**src/rtl/core/escape_time_fractal_iteration_top_macros.svh**
```systemverilog
// Assertion shorthands for the fractal iteration block.
// Both expect i_clk in the scope where they are used; ETFI_ASSERT also expects i_rst_n.
`ifndef ESCAPE_TIME_FRACTAL_ITERATION_TOP_MACROS_SVH
`define ESCAPE_TIME_FRACTAL_ITERATION_TOP_MACROS_SVH

// Checked only while out of reset.
`define ETFI_ASSERT(lbl, prop, msg) \
    lbl: assert property (@(posedge i_clk) disable iff (!i_rst_n) (prop)) else $error(msg);

// Checked on every edge, reset included.
`define ETFI_ASSERT_ALWAYS(lbl, prop, msg) \
    lbl: assert property (@(posedge i_clk) (prop)) else $error(msg);

`endif

```
**src/rtl/core/etfi_pkg.sv**
```systemverilog
package etfi_pkg;

    localparam int COORD_WIDTH     = 32;
    localparam int COUNT_WIDTH     = 16;
    localparam int FRAC_BITS       = COORD_WIDTH - 4;
    localparam int PROD_WIDTH      = 2 * COORD_WIDTH;
    localparam int WIDE_WIDTH      = COORD_WIDTH + 4;
    localparam int MODE_WIDTH      = 4;
    localparam int CFG_INDEX_WIDTH = 1;
    localparam int CFG_DATA_WIDTH  = COUNT_WIDTH;

    typedef logic signed [COORD_WIDTH-1:0] t_coord;
    typedef logic signed [PROD_WIDTH-1:0]  t_prod;
    typedef logic signed [WIDE_WIDTH-1:0]  t_wide;
    typedef logic [COUNT_WIDTH-1:0]        t_count;

    localparam t_coord COORD_MAX    = {1'b0, {(COORD_WIDTH-1){1'b1}}};
    localparam t_coord COORD_MIN    = {1'b1, {(COORD_WIDTH-1){1'b0}}};
    // 4.0 in the coordinate format
    localparam t_coord ESCAPE_BOUND = {2'b01, {(COORD_WIDTH-2){1'b0}}};

    localparam t_count             MAX_ITER_RESET = t_count'(256);
    localparam logic [MODE_WIDTH-1:0] MODE_RESET  = MODE_WIDTH'(1);

    typedef enum logic [CFG_INDEX_WIDTH-1:0] {
        CFG_MAX_ITERATIONS = 1'b0,
        CFG_FRACTAL_MODE   = 1'b1
    } t_cfg_index;

    typedef enum logic [MODE_WIDTH-1:0] {
        MODE_Z2    = 4'd1,
        MODE_Z3    = 4'd2,
        MODE_Z4    = 4'd3,
        MODE_SHIP  = 4'd4,
        MODE_ARROW = 4'd5,
        MODE_CROSS = 4'd6
    } t_mode;

    typedef enum logic [4:0] {
        U_IDLE,
        U_MXX,
        U_MYY,
        U_MXY,
        U_WXY,
        U_PREP,
        U_PREP_SHIP,
        U_T3,
        U_D3,
        U_MXS,
        U_MYQ,
        U_WM,
        U_MXXXX,
        U_MXXYY,
        U_MYYYY,
        U_MXYA,
        U_WM_SUB,
        U_ACC,
        U_FIN_AB,
        U_FIN_RM,
        U_FIN_RB,
        U_FIN_AM
    } t_uop;

    typedef enum logic [4:0] {
        S_IDLE,
        S_MXX,
        S_MYY,
        S_MXY,
        S_WXY,
        S_PREP,
        S_T3,
        S_D3,
        S_MXS,
        S_MYQ,
        S_WM,
        S_MXXXX,
        S_MXXYY,
        S_MYYYY,
        S_MXYA,
        S_WM_SUB,
        S_ACC,
        S_FIN,
        S_DONE
    } t_state;

    typedef struct packed {
        logic load;
        t_uop uop;
    } t_dp_cmd;

    typedef struct packed {
        logic escape;
    } t_dp_status;

    function automatic t_coord sat_wide(input t_wide v);
        if (v > t_wide'(COORD_MAX)) begin
            return COORD_MAX;
        end else if (v < t_wide'(COORD_MIN)) begin
            return COORD_MIN;
        end
        return t_coord'(v[COORD_WIDTH-1:0]);
    endfunction

    function automatic t_coord sadd(input t_coord a, input t_coord b);
        return sat_wide(t_wide'(a) + t_wide'(b));
    endfunction

    function automatic t_coord ssub(input t_coord a, input t_coord b);
        return sat_wide(t_wide'(a) - t_wide'(b));
    endfunction

    function automatic t_coord sat_x2(input t_coord a);
        return sat_wide(t_wide'(a) <<< 1);
    endfunction

    function automatic t_coord sat_x3(input t_coord a);
        return sat_wide((t_wide'(a) <<< 1) + t_wide'(a));
    endfunction

    function automatic t_coord sat_x4(input t_coord a);
        return sat_wide(t_wide'(a) <<< 2);
    endfunction

    function automatic t_coord sat_x6(input t_coord a);
        return sat_wide((t_wide'(a) <<< 2) + (t_wide'(a) <<< 1));
    endfunction

    function automatic t_coord sabs(input t_coord a);
        if (a == COORD_MIN) begin
            return COORD_MAX;
        end else if (a < 0) begin
            return -a;
        end
        return a;
    endfunction

    // Floor of the exact product, then clamp to the coordinate range.
    function automatic t_coord sat_mul(input t_prod p);
        t_prod v;
        v = p >>> FRAC_BITS;
        if (v > t_prod'(COORD_MAX)) begin
            return COORD_MAX;
        end else if (v < t_prod'(COORD_MIN)) begin
            return COORD_MIN;
        end
        return t_coord'(v[COORD_WIDTH-1:0]);
    endfunction

endpackage

```
**src/rtl/core/etfi_point_if.sv**
```systemverilog
interface etfi_point_if;
    logic                  valid;
    logic                  ready;
    etfi_pkg::t_coord      c_real;
    etfi_pkg::t_coord      c_imag;
    etfi_pkg::t_coord      z_real_start;
    etfi_pkg::t_coord      z_imag_start;

    modport source (
        output valid, c_real, c_imag, z_real_start, z_imag_start,
        input  ready
    );
    modport sink (
        input  valid, c_real, c_imag, z_real_start, z_imag_start,
        output ready
    );
endinterface

```
**src/rtl/core/etfi_count_if.sv**
```systemverilog
interface etfi_count_if;
    logic                  valid;
    logic                  ready;
    etfi_pkg::t_count      iteration_count;

    modport source (
        output valid, iteration_count,
        input  ready
    );
    modport sink (
        input  valid, iteration_count,
        output ready
    );
endinterface

```
**src/rtl/core/etfi_cfg_if.sv**
```systemverilog
interface etfi_cfg_if;
    logic                                   valid;
    logic                                   ready;
    logic [etfi_pkg::CFG_INDEX_WIDTH-1:0]   index;
    logic [etfi_pkg::CFG_DATA_WIDTH-1:0]    data;

    modport source (
        output valid, index, data,
        input  ready
    );
    modport sink (
        input  valid, index, data,
        output ready
    );
endinterface

```
**src/rtl/core/escape_time_fractal_iteration_top.sv**
```systemverilog
// Escape-time iteration for one point: z = f(z) + c in signed Q4.28, counting
// iterations until |z|^2 >= 4 or max_iterations is reached. One shared 32x32
// multiplier takes one product per cycle. Each iteration forms x*x, y*y and x*y,
// checks for escape and prepares the terms; z^3 and z^4, arrow and cross then form
// further products before the final update adds c. One point is worked
// on at a time; the next request is taken while the previous count still waits
// in the output register. The user must write registers through the configuration
// port only while the block is idle; the block itself does not enforce this.
module escape_time_fractal_iteration_top (
    input  logic         i_clk,
    input  logic         i_rst_n,
    etfi_point_if.sink   i_point,
    etfi_count_if.source o_result,
    etfi_cfg_if.sink     i_cfg
);

    etfi_pkg::t_dp_cmd    w_cmd;
    etfi_pkg::t_dp_status w_status;

    etfi_ctrl u_ctrl (
        .i_clk    (i_clk),
        .i_rst_n  (i_rst_n),
        .i_point  (i_point),
        .o_result (o_result),
        .i_cfg    (i_cfg),
        .o_cmd    (w_cmd),
        .i_status (w_status)
    );

    etfi_dp u_dp (
        .i_clk          (i_clk),
        .i_cmd          (w_cmd),
        .i_c_real       (i_point.c_real),
        .i_c_imag       (i_point.c_imag),
        .i_z_real_start (i_point.z_real_start),
        .i_z_imag_start (i_point.z_imag_start),
        .o_status       (w_status)
    );

endmodule

```
**src/rtl/core/etfi_ctrl.sv**
```systemverilog
`include "escape_time_fractal_iteration_top_macros.svh"

module etfi_ctrl (
    input  logic                 i_clk,
    input  logic                 i_rst_n,
    etfi_point_if.sink           i_point,
    etfi_count_if.source         o_result,
    etfi_cfg_if.sink             i_cfg,
    output etfi_pkg::t_dp_cmd    o_cmd,
    input  etfi_pkg::t_dp_status i_status
);

    etfi_pkg::t_state                  r_state, n_state;
    etfi_pkg::t_count                  r_max_iter;
    logic [etfi_pkg::MODE_WIDTH-1:0]   r_mode;
    etfi_pkg::t_count                  r_iter;
    logic                              r_out_valid;
    etfi_pkg::t_count                  r_count_out;

    etfi_pkg::t_count                  w_iter_next;
    logic                              w_accept;
    logic                              w_out_load;
    logic                              w_more;

    assign i_cfg.ready              = 1'b1;
    assign i_point.ready            = (r_state == etfi_pkg::S_IDLE);
    assign o_result.valid           = r_out_valid;
    assign o_result.iteration_count = r_count_out;

    assign w_accept    = i_point.valid && i_point.ready;
    assign w_iter_next = r_iter + 1'b1;
    assign w_more      = (w_iter_next < r_max_iter);
    assign w_out_load  = (r_state == etfi_pkg::S_DONE) && (!r_out_valid || o_result.ready);

    always_ff @(posedge i_clk) begin
        if (!i_rst_n) begin
            r_max_iter <= etfi_pkg::MAX_ITER_RESET;
            r_mode     <= etfi_pkg::MODE_RESET;
        end else if (i_cfg.valid && i_cfg.ready) begin
            unique case (etfi_pkg::t_cfg_index'(i_cfg.index))
                etfi_pkg::CFG_MAX_ITERATIONS: begin
                    r_max_iter <= i_cfg.data[etfi_pkg::COUNT_WIDTH-1:0];
                end
                etfi_pkg::CFG_FRACTAL_MODE: begin
                    r_mode <= i_cfg.data[etfi_pkg::MODE_WIDTH-1:0];
                end
            endcase
        end
    end

    always_ff @(posedge i_clk) begin
        if (!i_rst_n) begin
            r_state     <= etfi_pkg::S_IDLE;
            r_iter      <= '0;
            r_out_valid <= 1'b0;
        end else begin
            r_state <= n_state;
            if (w_accept) begin
                r_iter <= '0;
            end else if (r_state == etfi_pkg::S_FIN) begin
                r_iter <= w_iter_next;
            end
            if (w_out_load) begin
                r_out_valid <= 1'b1;
            end else if (o_result.ready) begin
                r_out_valid <= 1'b0;
            end
        end
    end

    always_ff @(posedge i_clk) begin
        if (w_out_load) begin
            r_count_out <= r_iter;
        end
    end

    always_comb begin
        n_state    = r_state;
        o_cmd.load = 1'b0;
        o_cmd.uop  = etfi_pkg::U_IDLE;
        unique case (r_state)
            etfi_pkg::S_IDLE: begin
                if (i_point.valid) begin
                    o_cmd.load = 1'b1;
                    n_state    = (r_max_iter == '0) ? etfi_pkg::S_DONE : etfi_pkg::S_MXX;
                end
            end
            etfi_pkg::S_MXX: begin
                o_cmd.uop = etfi_pkg::U_MXX;
                n_state   = etfi_pkg::S_MYY;
            end
            etfi_pkg::S_MYY: begin
                o_cmd.uop = etfi_pkg::U_MYY;
                n_state   = etfi_pkg::S_MXY;
            end
            etfi_pkg::S_MXY: begin
                o_cmd.uop = etfi_pkg::U_MXY;
                n_state   = etfi_pkg::S_WXY;
            end
            etfi_pkg::S_WXY: begin
                // squares are in place here: drop out on escape
                o_cmd.uop = etfi_pkg::U_WXY;
                n_state   = i_status.escape ? etfi_pkg::S_DONE : etfi_pkg::S_PREP;
            end
            etfi_pkg::S_PREP: begin
                o_cmd.uop = (r_mode == etfi_pkg::MODE_SHIP) ? etfi_pkg::U_PREP_SHIP
                                                            : etfi_pkg::U_PREP;
                unique case (r_mode)
                    etfi_pkg::MODE_Z3: begin
                        n_state = etfi_pkg::S_T3;
                    end
                    etfi_pkg::MODE_Z4, etfi_pkg::MODE_ARROW, etfi_pkg::MODE_CROSS: begin
                        n_state = etfi_pkg::S_MXXXX;
                    end
                    default: begin
                        n_state = etfi_pkg::S_FIN;
                    end
                endcase
            end
            etfi_pkg::S_T3: begin
                o_cmd.uop = etfi_pkg::U_T3;
                n_state   = etfi_pkg::S_D3;
            end
            etfi_pkg::S_D3: begin
                o_cmd.uop = etfi_pkg::U_D3;
                n_state   = etfi_pkg::S_MXS;
            end
            etfi_pkg::S_MXS: begin
                o_cmd.uop = etfi_pkg::U_MXS;
                n_state   = etfi_pkg::S_MYQ;
            end
            etfi_pkg::S_MYQ: begin
                o_cmd.uop = etfi_pkg::U_MYQ;
                n_state   = etfi_pkg::S_WM;
            end
            etfi_pkg::S_WM: begin
                o_cmd.uop = etfi_pkg::U_WM;
                n_state   = etfi_pkg::S_FIN;
            end
            etfi_pkg::S_MXXXX: begin
                o_cmd.uop = etfi_pkg::U_MXXXX;
                n_state   = etfi_pkg::S_MXXYY;
            end
            etfi_pkg::S_MXXYY: begin
                o_cmd.uop = etfi_pkg::U_MXXYY;
                n_state   = etfi_pkg::S_MYYYY;
            end
            etfi_pkg::S_MYYYY: begin
                o_cmd.uop = etfi_pkg::U_MYYYY;
                n_state   = etfi_pkg::S_MXYA;
            end
            etfi_pkg::S_MXYA: begin
                o_cmd.uop = etfi_pkg::U_MXYA;
                n_state   = etfi_pkg::S_WM_SUB;
            end
            etfi_pkg::S_WM_SUB: begin
                o_cmd.uop = etfi_pkg::U_WM_SUB;
                n_state   = etfi_pkg::S_ACC;
            end
            etfi_pkg::S_ACC: begin
                o_cmd.uop = etfi_pkg::U_ACC;
                n_state   = etfi_pkg::S_FIN;
            end
            etfi_pkg::S_FIN: begin
                unique case (r_mode)
                    etfi_pkg::MODE_Z3, etfi_pkg::MODE_Z4: begin
                        o_cmd.uop = etfi_pkg::U_FIN_RM;
                    end
                    etfi_pkg::MODE_ARROW: begin
                        o_cmd.uop = etfi_pkg::U_FIN_RB;
                    end
                    etfi_pkg::MODE_CROSS: begin
                        o_cmd.uop = etfi_pkg::U_FIN_AM;
                    end
                    default: begin
                        o_cmd.uop = etfi_pkg::U_FIN_AB;
                    end
                endcase
                n_state = w_more ? etfi_pkg::S_MXX : etfi_pkg::S_DONE;
            end
            etfi_pkg::S_DONE: begin
                // hold until the output register is free
                if (w_out_load) begin
                    n_state = etfi_pkg::S_IDLE;
                end
            end
            default: begin
                n_state = etfi_pkg::S_IDLE;
            end
        endcase
    end

    `ETFI_ASSERT(a_iter_below_limit, (r_state != etfi_pkg::S_IDLE && r_state != etfi_pkg::S_DONE) |-> (r_iter < r_max_iter), "iteration count reached the limit inside an iteration")
    `ETFI_ASSERT(a_accept_leaves_idle, (i_point.valid && i_point.ready) |=> (r_state != etfi_pkg::S_IDLE), "accepted request did not start work")
    `ETFI_ASSERT(a_result_from_done, $rose(r_out_valid) |-> ($past(r_state) == etfi_pkg::S_DONE), "result raised outside the done state")
    `ETFI_ASSERT(a_iter_steps_by_one, (r_state != etfi_pkg::S_IDLE && $past(r_state) != etfi_pkg::S_IDLE) |-> (r_iter == $past(r_iter) || r_iter == $past(r_iter) + 1'b1), "iteration count jumped")

endmodule

```
**src/rtl/core/etfi_dp.sv**
```systemverilog
module etfi_dp (
    input  logic                 i_clk,
    input  etfi_pkg::t_dp_cmd    i_cmd,
    input  etfi_pkg::t_coord     i_c_real,
    input  etfi_pkg::t_coord     i_c_imag,
    input  etfi_pkg::t_coord     i_z_real_start,
    input  etfi_pkg::t_coord     i_z_imag_start,
    output etfi_pkg::t_dp_status o_status
);

    etfi_pkg::t_coord r_cr, r_ci, r_x, r_y;
    etfi_pkg::t_coord r_xx, r_yy, r_xy;
    // a: xx-yy, b: 2xy, r: real accumulator, s/q/m: scratch
    etfi_pkg::t_coord r_a, r_b, r_r, r_s, r_q, r_m;
    etfi_pkg::t_prod  r_prod;

    etfi_pkg::t_coord w_mul_a, w_mul_b;
    logic             w_mul_en;
    etfi_pkg::t_coord w_prod_sat;

    assign w_prod_sat      = etfi_pkg::sat_mul(r_prod);
    assign o_status.escape = (etfi_pkg::sadd(r_xx, r_yy) >= etfi_pkg::ESCAPE_BOUND);

    always_comb begin
        w_mul_en = 1'b1;
        w_mul_a  = r_x;
        w_mul_b  = r_x;
        unique case (i_cmd.uop)
            etfi_pkg::U_MXX: begin
                w_mul_a = r_x;
                w_mul_b = r_x;
            end
            etfi_pkg::U_MYY: begin
                w_mul_a = r_y;
                w_mul_b = r_y;
            end
            etfi_pkg::U_MXY: begin
                w_mul_a = r_x;
                w_mul_b = r_y;
            end
            etfi_pkg::U_MXS: begin
                w_mul_a = r_x;
                w_mul_b = r_s;
            end
            etfi_pkg::U_MYQ: begin
                w_mul_a = r_y;
                w_mul_b = r_q;
            end
            etfi_pkg::U_MXXXX: begin
                w_mul_a = r_xx;
                w_mul_b = r_xx;
            end
            etfi_pkg::U_MXXYY: begin
                w_mul_a = r_xx;
                w_mul_b = r_yy;
            end
            etfi_pkg::U_MYYYY: begin
                w_mul_a = r_yy;
                w_mul_b = r_yy;
            end
            etfi_pkg::U_MXYA: begin
                w_mul_a = r_xy;
                w_mul_b = r_a;
            end
            default: begin
                w_mul_en = 1'b0;
            end
        endcase
    end

    always_ff @(posedge i_clk) begin
        if (w_mul_en) begin
            r_prod <= etfi_pkg::t_prod'(w_mul_a) * etfi_pkg::t_prod'(w_mul_b);
        end
    end

    always_ff @(posedge i_clk) begin
        if (i_cmd.load) begin
            r_cr <= i_c_real;
            r_ci <= i_c_imag;
            r_x  <= i_z_real_start;
            r_y  <= i_z_imag_start;
        end
        unique case (i_cmd.uop)
            etfi_pkg::U_MYY: begin
                r_xx <= w_prod_sat;
            end
            etfi_pkg::U_MXY: begin
                r_yy <= w_prod_sat;
            end
            etfi_pkg::U_WXY: begin
                r_xy <= w_prod_sat;
            end
            etfi_pkg::U_PREP: begin
                r_a <= etfi_pkg::ssub(r_xx, r_yy);
                r_b <= etfi_pkg::sat_x2(r_xy);
            end
            etfi_pkg::U_PREP_SHIP: begin
                r_a <= etfi_pkg::ssub(r_xx, r_yy);
                r_b <= etfi_pkg::sabs(etfi_pkg::sat_x2(r_xy));
            end
            etfi_pkg::U_T3: begin
                r_s <= etfi_pkg::sat_x3(r_yy);
                r_q <= etfi_pkg::sat_x3(r_xx);
            end
            etfi_pkg::U_D3: begin
                r_s <= etfi_pkg::ssub(r_xx, r_s);
                r_q <= etfi_pkg::ssub(r_q, r_yy);
            end
            etfi_pkg::U_MYQ: begin
                r_r <= w_prod_sat;
            end
            etfi_pkg::U_WM: begin
                r_m <= w_prod_sat;
            end
            etfi_pkg::U_MXXYY: begin
                r_r <= w_prod_sat;
            end
            etfi_pkg::U_MYYYY: begin
                r_s <= w_prod_sat;
            end
            etfi_pkg::U_MXYA: begin
                r_q <= w_prod_sat;
                r_s <= etfi_pkg::sat_x6(r_s);
            end
            etfi_pkg::U_WM_SUB: begin
                r_m <= w_prod_sat;
                r_r <= etfi_pkg::ssub(r_r, r_s);
            end
            etfi_pkg::U_ACC: begin
                r_r <= etfi_pkg::sadd(r_r, r_q);
                r_m <= etfi_pkg::sat_x4(r_m);
            end
            etfi_pkg::U_FIN_AB: begin
                r_x <= etfi_pkg::sadd(r_a, r_cr);
                r_y <= etfi_pkg::sadd(r_b, r_ci);
            end
            etfi_pkg::U_FIN_RM: begin
                r_x <= etfi_pkg::sadd(r_r, r_cr);
                r_y <= etfi_pkg::sadd(r_m, r_ci);
            end
            etfi_pkg::U_FIN_RB: begin
                r_x <= etfi_pkg::sadd(r_r, r_cr);
                r_y <= etfi_pkg::sadd(r_b, r_ci);
            end
            etfi_pkg::U_FIN_AM: begin
                r_x <= etfi_pkg::sadd(r_a, r_cr);
                r_y <= etfi_pkg::sadd(r_m, r_ci);
            end
            default: begin
            end
        endcase
    end

endmodule

```
**src/flat_wrapper.sv**
```systemverilog
// flat-port wrapper written by rule: the top's interface ports become plain ports
module escape_time_fractal_iteration_top_flat 
  (i_clk, i_rst_n, i_point_valid, i_point_c_real, i_point_c_imag, i_point_z_real_start, i_point_z_imag_start, i_point_ready, o_result_valid, o_result_iteration_count, o_result_ready, i_cfg_valid, i_cfg_index, i_cfg_data, i_cfg_ready);
  etfi_point_if i_point_i ();
  etfi_count_if o_result_i ();
  etfi_cfg_if i_cfg_i ();
  input  logic i_clk;
  input  logic i_rst_n;
  input wire logic [$bits(i_point_i.valid)-1:0] i_point_valid;
  input wire logic [$bits(i_point_i.c_real)-1:0] i_point_c_real;
  input wire logic [$bits(i_point_i.c_imag)-1:0] i_point_c_imag;
  input wire logic [$bits(i_point_i.z_real_start)-1:0] i_point_z_real_start;
  input wire logic [$bits(i_point_i.z_imag_start)-1:0] i_point_z_imag_start;
  output wire logic [$bits(i_point_i.ready)-1:0] i_point_ready;
  output wire logic [$bits(o_result_i.valid)-1:0] o_result_valid;
  output wire logic [$bits(o_result_i.iteration_count)-1:0] o_result_iteration_count;
  input wire logic [$bits(o_result_i.ready)-1:0] o_result_ready;
  input wire logic [$bits(i_cfg_i.valid)-1:0] i_cfg_valid;
  input wire logic [$bits(i_cfg_i.index)-1:0] i_cfg_index;
  input wire logic [$bits(i_cfg_i.data)-1:0] i_cfg_data;
  output wire logic [$bits(i_cfg_i.ready)-1:0] i_cfg_ready;
  assign i_point_i.valid = i_point_valid;
  assign i_point_i.c_real = i_point_c_real;
  assign i_point_i.c_imag = i_point_c_imag;
  assign i_point_i.z_real_start = i_point_z_real_start;
  assign i_point_i.z_imag_start = i_point_z_imag_start;
  assign i_point_ready = i_point_i.ready;
  assign o_result_valid = o_result_i.valid;
  assign o_result_iteration_count = o_result_i.iteration_count;
  assign o_result_i.ready = o_result_ready;
  assign i_cfg_i.valid = i_cfg_valid;
  assign i_cfg_i.index = i_cfg_index;
  assign i_cfg_i.data = i_cfg_data;
  assign i_cfg_ready = i_cfg_i.ready;
  escape_time_fractal_iteration_top u_core (.i_clk(i_clk), .i_rst_n(i_rst_n), .i_point(i_point_i), .o_result(o_result_i), .i_cfg(i_cfg_i));
endmodule
```
**config.mk**
```make
export PLATFORM = sky130hd
export DESIGN_NAME = escape_time_fractal_iteration_top_flat
export DESIGN_NICKNAME = d
export VERILOG_FILES = /design/src/rtl/core/etfi_pkg.sv /design/src/rtl/core/etfi_point_if.sv /design/src/rtl/core/etfi_count_if.sv /design/src/rtl/core/etfi_cfg_if.sv /design/src/rtl/core/escape_time_fractal_iteration_top.sv /design/src/rtl/core/etfi_ctrl.sv /design/src/rtl/core/etfi_dp.sv /design/src/flat_wrapper.sv
export VERILOG_INCLUDE_DIRS = /design/src /design/src/rtl/core
export SDC_FILE = /design/constraint.sdc
export NUM_CORES = 2
export LEC_CHECK = 0
export BUFFER_PORTS_ARGS = -buffer_cell sky130_fd_sc_hd__buf_2
export CORE_ASPECT_RATIO = 1.4
export CORE_MARGIN = 3
export CORE_UTILIZATION = 35
export CTS_CLUSTER_DIAMETER = 80
export DETAILED_ROUTE_END_ITERATION = 7
export PLACE_DENSITY_LB_ADDON = 0.2
export SYNTH_ARGS = -nofsm -noshare
export SYNTH_HDL_FRONTEND = slang
export SYNTH_SLANG_ARGS = --single-unit
export TNS_END_PERCENT = 50
```
**constraint.sdc**
```tcl
create_clock -name i_clk -period 14.9 [get_ports i_clk]
set_input_delay 3.725 -clock i_clk [delete_from_list [all_inputs] [get_ports i_clk]]
set_output_delay 3.725 -clock i_clk [all_outputs]
set_load 0.05 [all_outputs]
```
==> metrics.cfg <==
[outcome]
status=finished, violations left
violations=capacitance limit, slew limit

[floorplan]
row_count=206
die_y_um=571
dieArea_mm2=0.234
die_w_um=410
ios=169
initial_core_util=0.354
fp.coreArea_mm2=0.226

[timing]
finalSetupViolations=0
maxSlewViolCount=8
slew_headroom=-0.0128
rsz0062_at_grt=no
post-route-period-util=0.881
timing.setup.tns_ns=0
worst_pin_slew_ns=1.51
fmax_mhz=76.2
period_needed_ns=13.12
finClkSkew_ns=0.0429
hold_violations=0

[detailed_routing]
wl_um=378000
viasPerCell=5.82
drc=0
via_count=70800
drt_iter0_markers=7139
wl_per_cell_um=31.1
ant_nets=0
drtPass1Iterations=8

[hold_path]
holdPathEnd=u_core.u_ctrl.r_max_iter[5]
min-delay-path-class=reg -> reg
hold_depth=2
min_from=u_core.u_ctrl.r_max_iter[5]

[critical_path]
worstPathRequired_ns=15.40
regToRegStartpoint=u_core.u_ctrl.r_state[4]
r2r_slack_ns=1.78
cp-end-kind=flop
crit_family=adder cells
startpoint_type=flop
cp_common_cell=fa_1
path_buf_inv=7
crit_fanout=54
slowest_stage=fa_1
worst-r2r-cell-count=34
worstSetupPathType=reg -> reg
cpPeakStageDelay_ns=0.96
regToRegEndpoint=u_core.u_dp.r_prod[59]
critPathArrivalTime_ns=13.62

[final_layout]
multi_input_area_mm2=0.0596
drive_above_1_share=0.0726
fin_cells=12200
largest_reg_flops=36
nFillCells=23000
nets=10900
area_delta_synth_final_pct=9.19
regMostFlops=u_core.u_dp.r_prod
seqCellArea_mm2=0.0149

[clocking]
cts_setup_buffers=0
cts_max_level=2
postCtsHoldBufs=0
path_clk_slew_ns=0.07
worstSkewPairLatency_ns=0.74
clockBufferDepth=3
clock-sinks=510
cts_tree=built
cts_resized=0
cts_inserted_buffers=59
cts_root_buf=clkbuf_16

[yosys]
ys_seq_area_frac=0.186
synth_edf_count=468
syn-instance-count=9057
synth_nets=10900
yosys_warnings=0
postSynthAreaPerCell_um2=8.82
ys_async_sr_fraction=0
syn_area_mm2=0.0799
synth-seq-cells=510
synth_cell_types=93
synth_flop_cell=edfxtp_1

[placement]
place_congestion=1.05
port_buffers=167
place_inst=12000
dpl.hpwl_um=311000

[global_routing]
grt_pass1_wl_um=527000
antenna_found_initial=30
grtUsageTotal=0.317
grt_start_max_net_pins=66
gr-total-overflow=0
grt_pass1_vias=72200

[job]
maxCapViolCount=1

[cells in the mapped netlist (68+ instances only)]
cell type  instances  area [um^2]
inv_1           1220         4580
fa_1            1094        21900
nand2_1          975         3660
nor2_1           881         3310
ha_1             613         7670
a21oi_1          531         2660
o21ai_0          511         2560
edfxtp_1         468        14100
clkbuf_1         381         1430
a21o_1           277         2080
xnor2_1          277         2430
nand3_1          208         1040
xor2_1           128         1120
nand2b_1         112          701
o21a_1            84          631
o21bai_1          76          571
a31oi_1           70          438
nor3_1            70          350
nand4_1           68          425
[per-stage QoR]
stage	setup slack, ns	hold slack, ns	area (um^2)	util
6_report	1.78	0.481	87300	0.386
5_1_grt	1.34	0.508	87200	0.386
4_1_cts	1.85	0.484	87200	0.386
3_5_place_dp	1.85	0.475	85200	0.377
3_3_place_gp	2.20	0.474	85200	0.377
2_1_floorplan	4.19	0.406	79900	-
[cells in the final DEF, fill, tap and decap left out, types with 25 or more instances in the layout]
cell	n
a211oi_1	33
a21boi_0	40
a21o_1	277
a21oi_1	505
a21oi_2	25
a221oi_1	43
a222oi_1	36
a22oi_1	63
a31o_2	29
a31oi_1	45
a32oi_1	36
and2_1	41
and3_1	57
buf_2	167
buf_4	199
clkbuf_16	61
dfxtp_1	42
edfxtp_1	468
fa_1	1094
ha_1	613
inv_1	1218
nand2_1	971
nand2b_1	112
nand3_1	207
nand4_1	68
nor2_1	872
nor2b_1	63
nor3_1	66
o2111ai_1	39
o211ai_1	43
o21a_1	80
o21ai_0	508
o21bai_1	75
o22ai_1	33
o31ai_1	28
or2_2	29
or3_1	26
xnor2_1	274
xor2_1	128
[per-layer routing]
layer | global-route usage | share of wire | up-vias
met5 | 0 | 0.000071 | -
met4 | 0.299 | 0.12 | 4
met3 | 0.0566 | 0.068 | 1275
met2 | 0.524 | 0.47 | 3398
met1 | 0.343 | 0.35 | 35600
li1 | - | - | 30600
[worst register-to-register path, delay by kind of cell (launching register included)]
family                     cells  cell delay, ns
AOI/OAI and AO/OA              7            2.27
xor gates and xnor gates       1            0.15
adders and majority gates      9            4.91
buffers and inverters          7            1.20
DFF                            1            0.84
and+or+nand+nor               10            3.54
[cells by family (layout without fill, tap and decap cells)]
group | after synthesis | in the layout | synth area share
multiplexers | 20 | 20 | 0.00255
buffers and inverters | 1629 | 1700 | 0.0766
adder cells (fa/ha/maj) | 1716 | 1716 | 0.371
other | 1 | 23 | 0.0000469
XOR/XNOR | 405 | 405 | 0.0444
AND/OR/NAND/NOR | 2625 | 2625 | 0.145
AO/OA/AOI/OAI | 2151 | 2151 | 0.174
flip-flops | 510 | 510 | 0.186
[area by class of cell]
class                   instances  share of cell area
flip-flops and latches        510               0.171
clock buffers                  69              0.0181
well taps                    3016              0.0432
inverters                    1222              0.0526
clock inverters                43             0.00505
diodes                         22            0.000631
repair buffers                366              0.0267
multi-input cells            6918               0.683
[how the worst max path moves through the flow]
stage                        startpoint                      to  slack, ns  cells past startpoint
3_3_place_gp   u_core.u_ctrl.r_state[4]  u_core.u_dp.r_prod[59]       2.20                     34
5_1_grt        u_core.u_ctrl.r_state[4]  u_core.u_dp.r_prod[59]       1.34                     34
4_1_cts        u_core.u_ctrl.r_state[4]  u_core.u_dp.r_prod[59]       1.85                     34
3_5_place_dp   u_core.u_ctrl.r_state[4]  u_core.u_dp.r_prod[59]       1.85                     34
6_report       u_core.u_ctrl.r_state[4]  u_core.u_dp.r_prod[59]       1.78                     34
2_1_floorplan  u_core.u_ctrl.r_state[3]  u_core.u_dp.r_prod[59]       4.19                     40
Power is not shown: default switching activity piles up to over one toggle a cycle in this logic, so the estimate is an artifact.
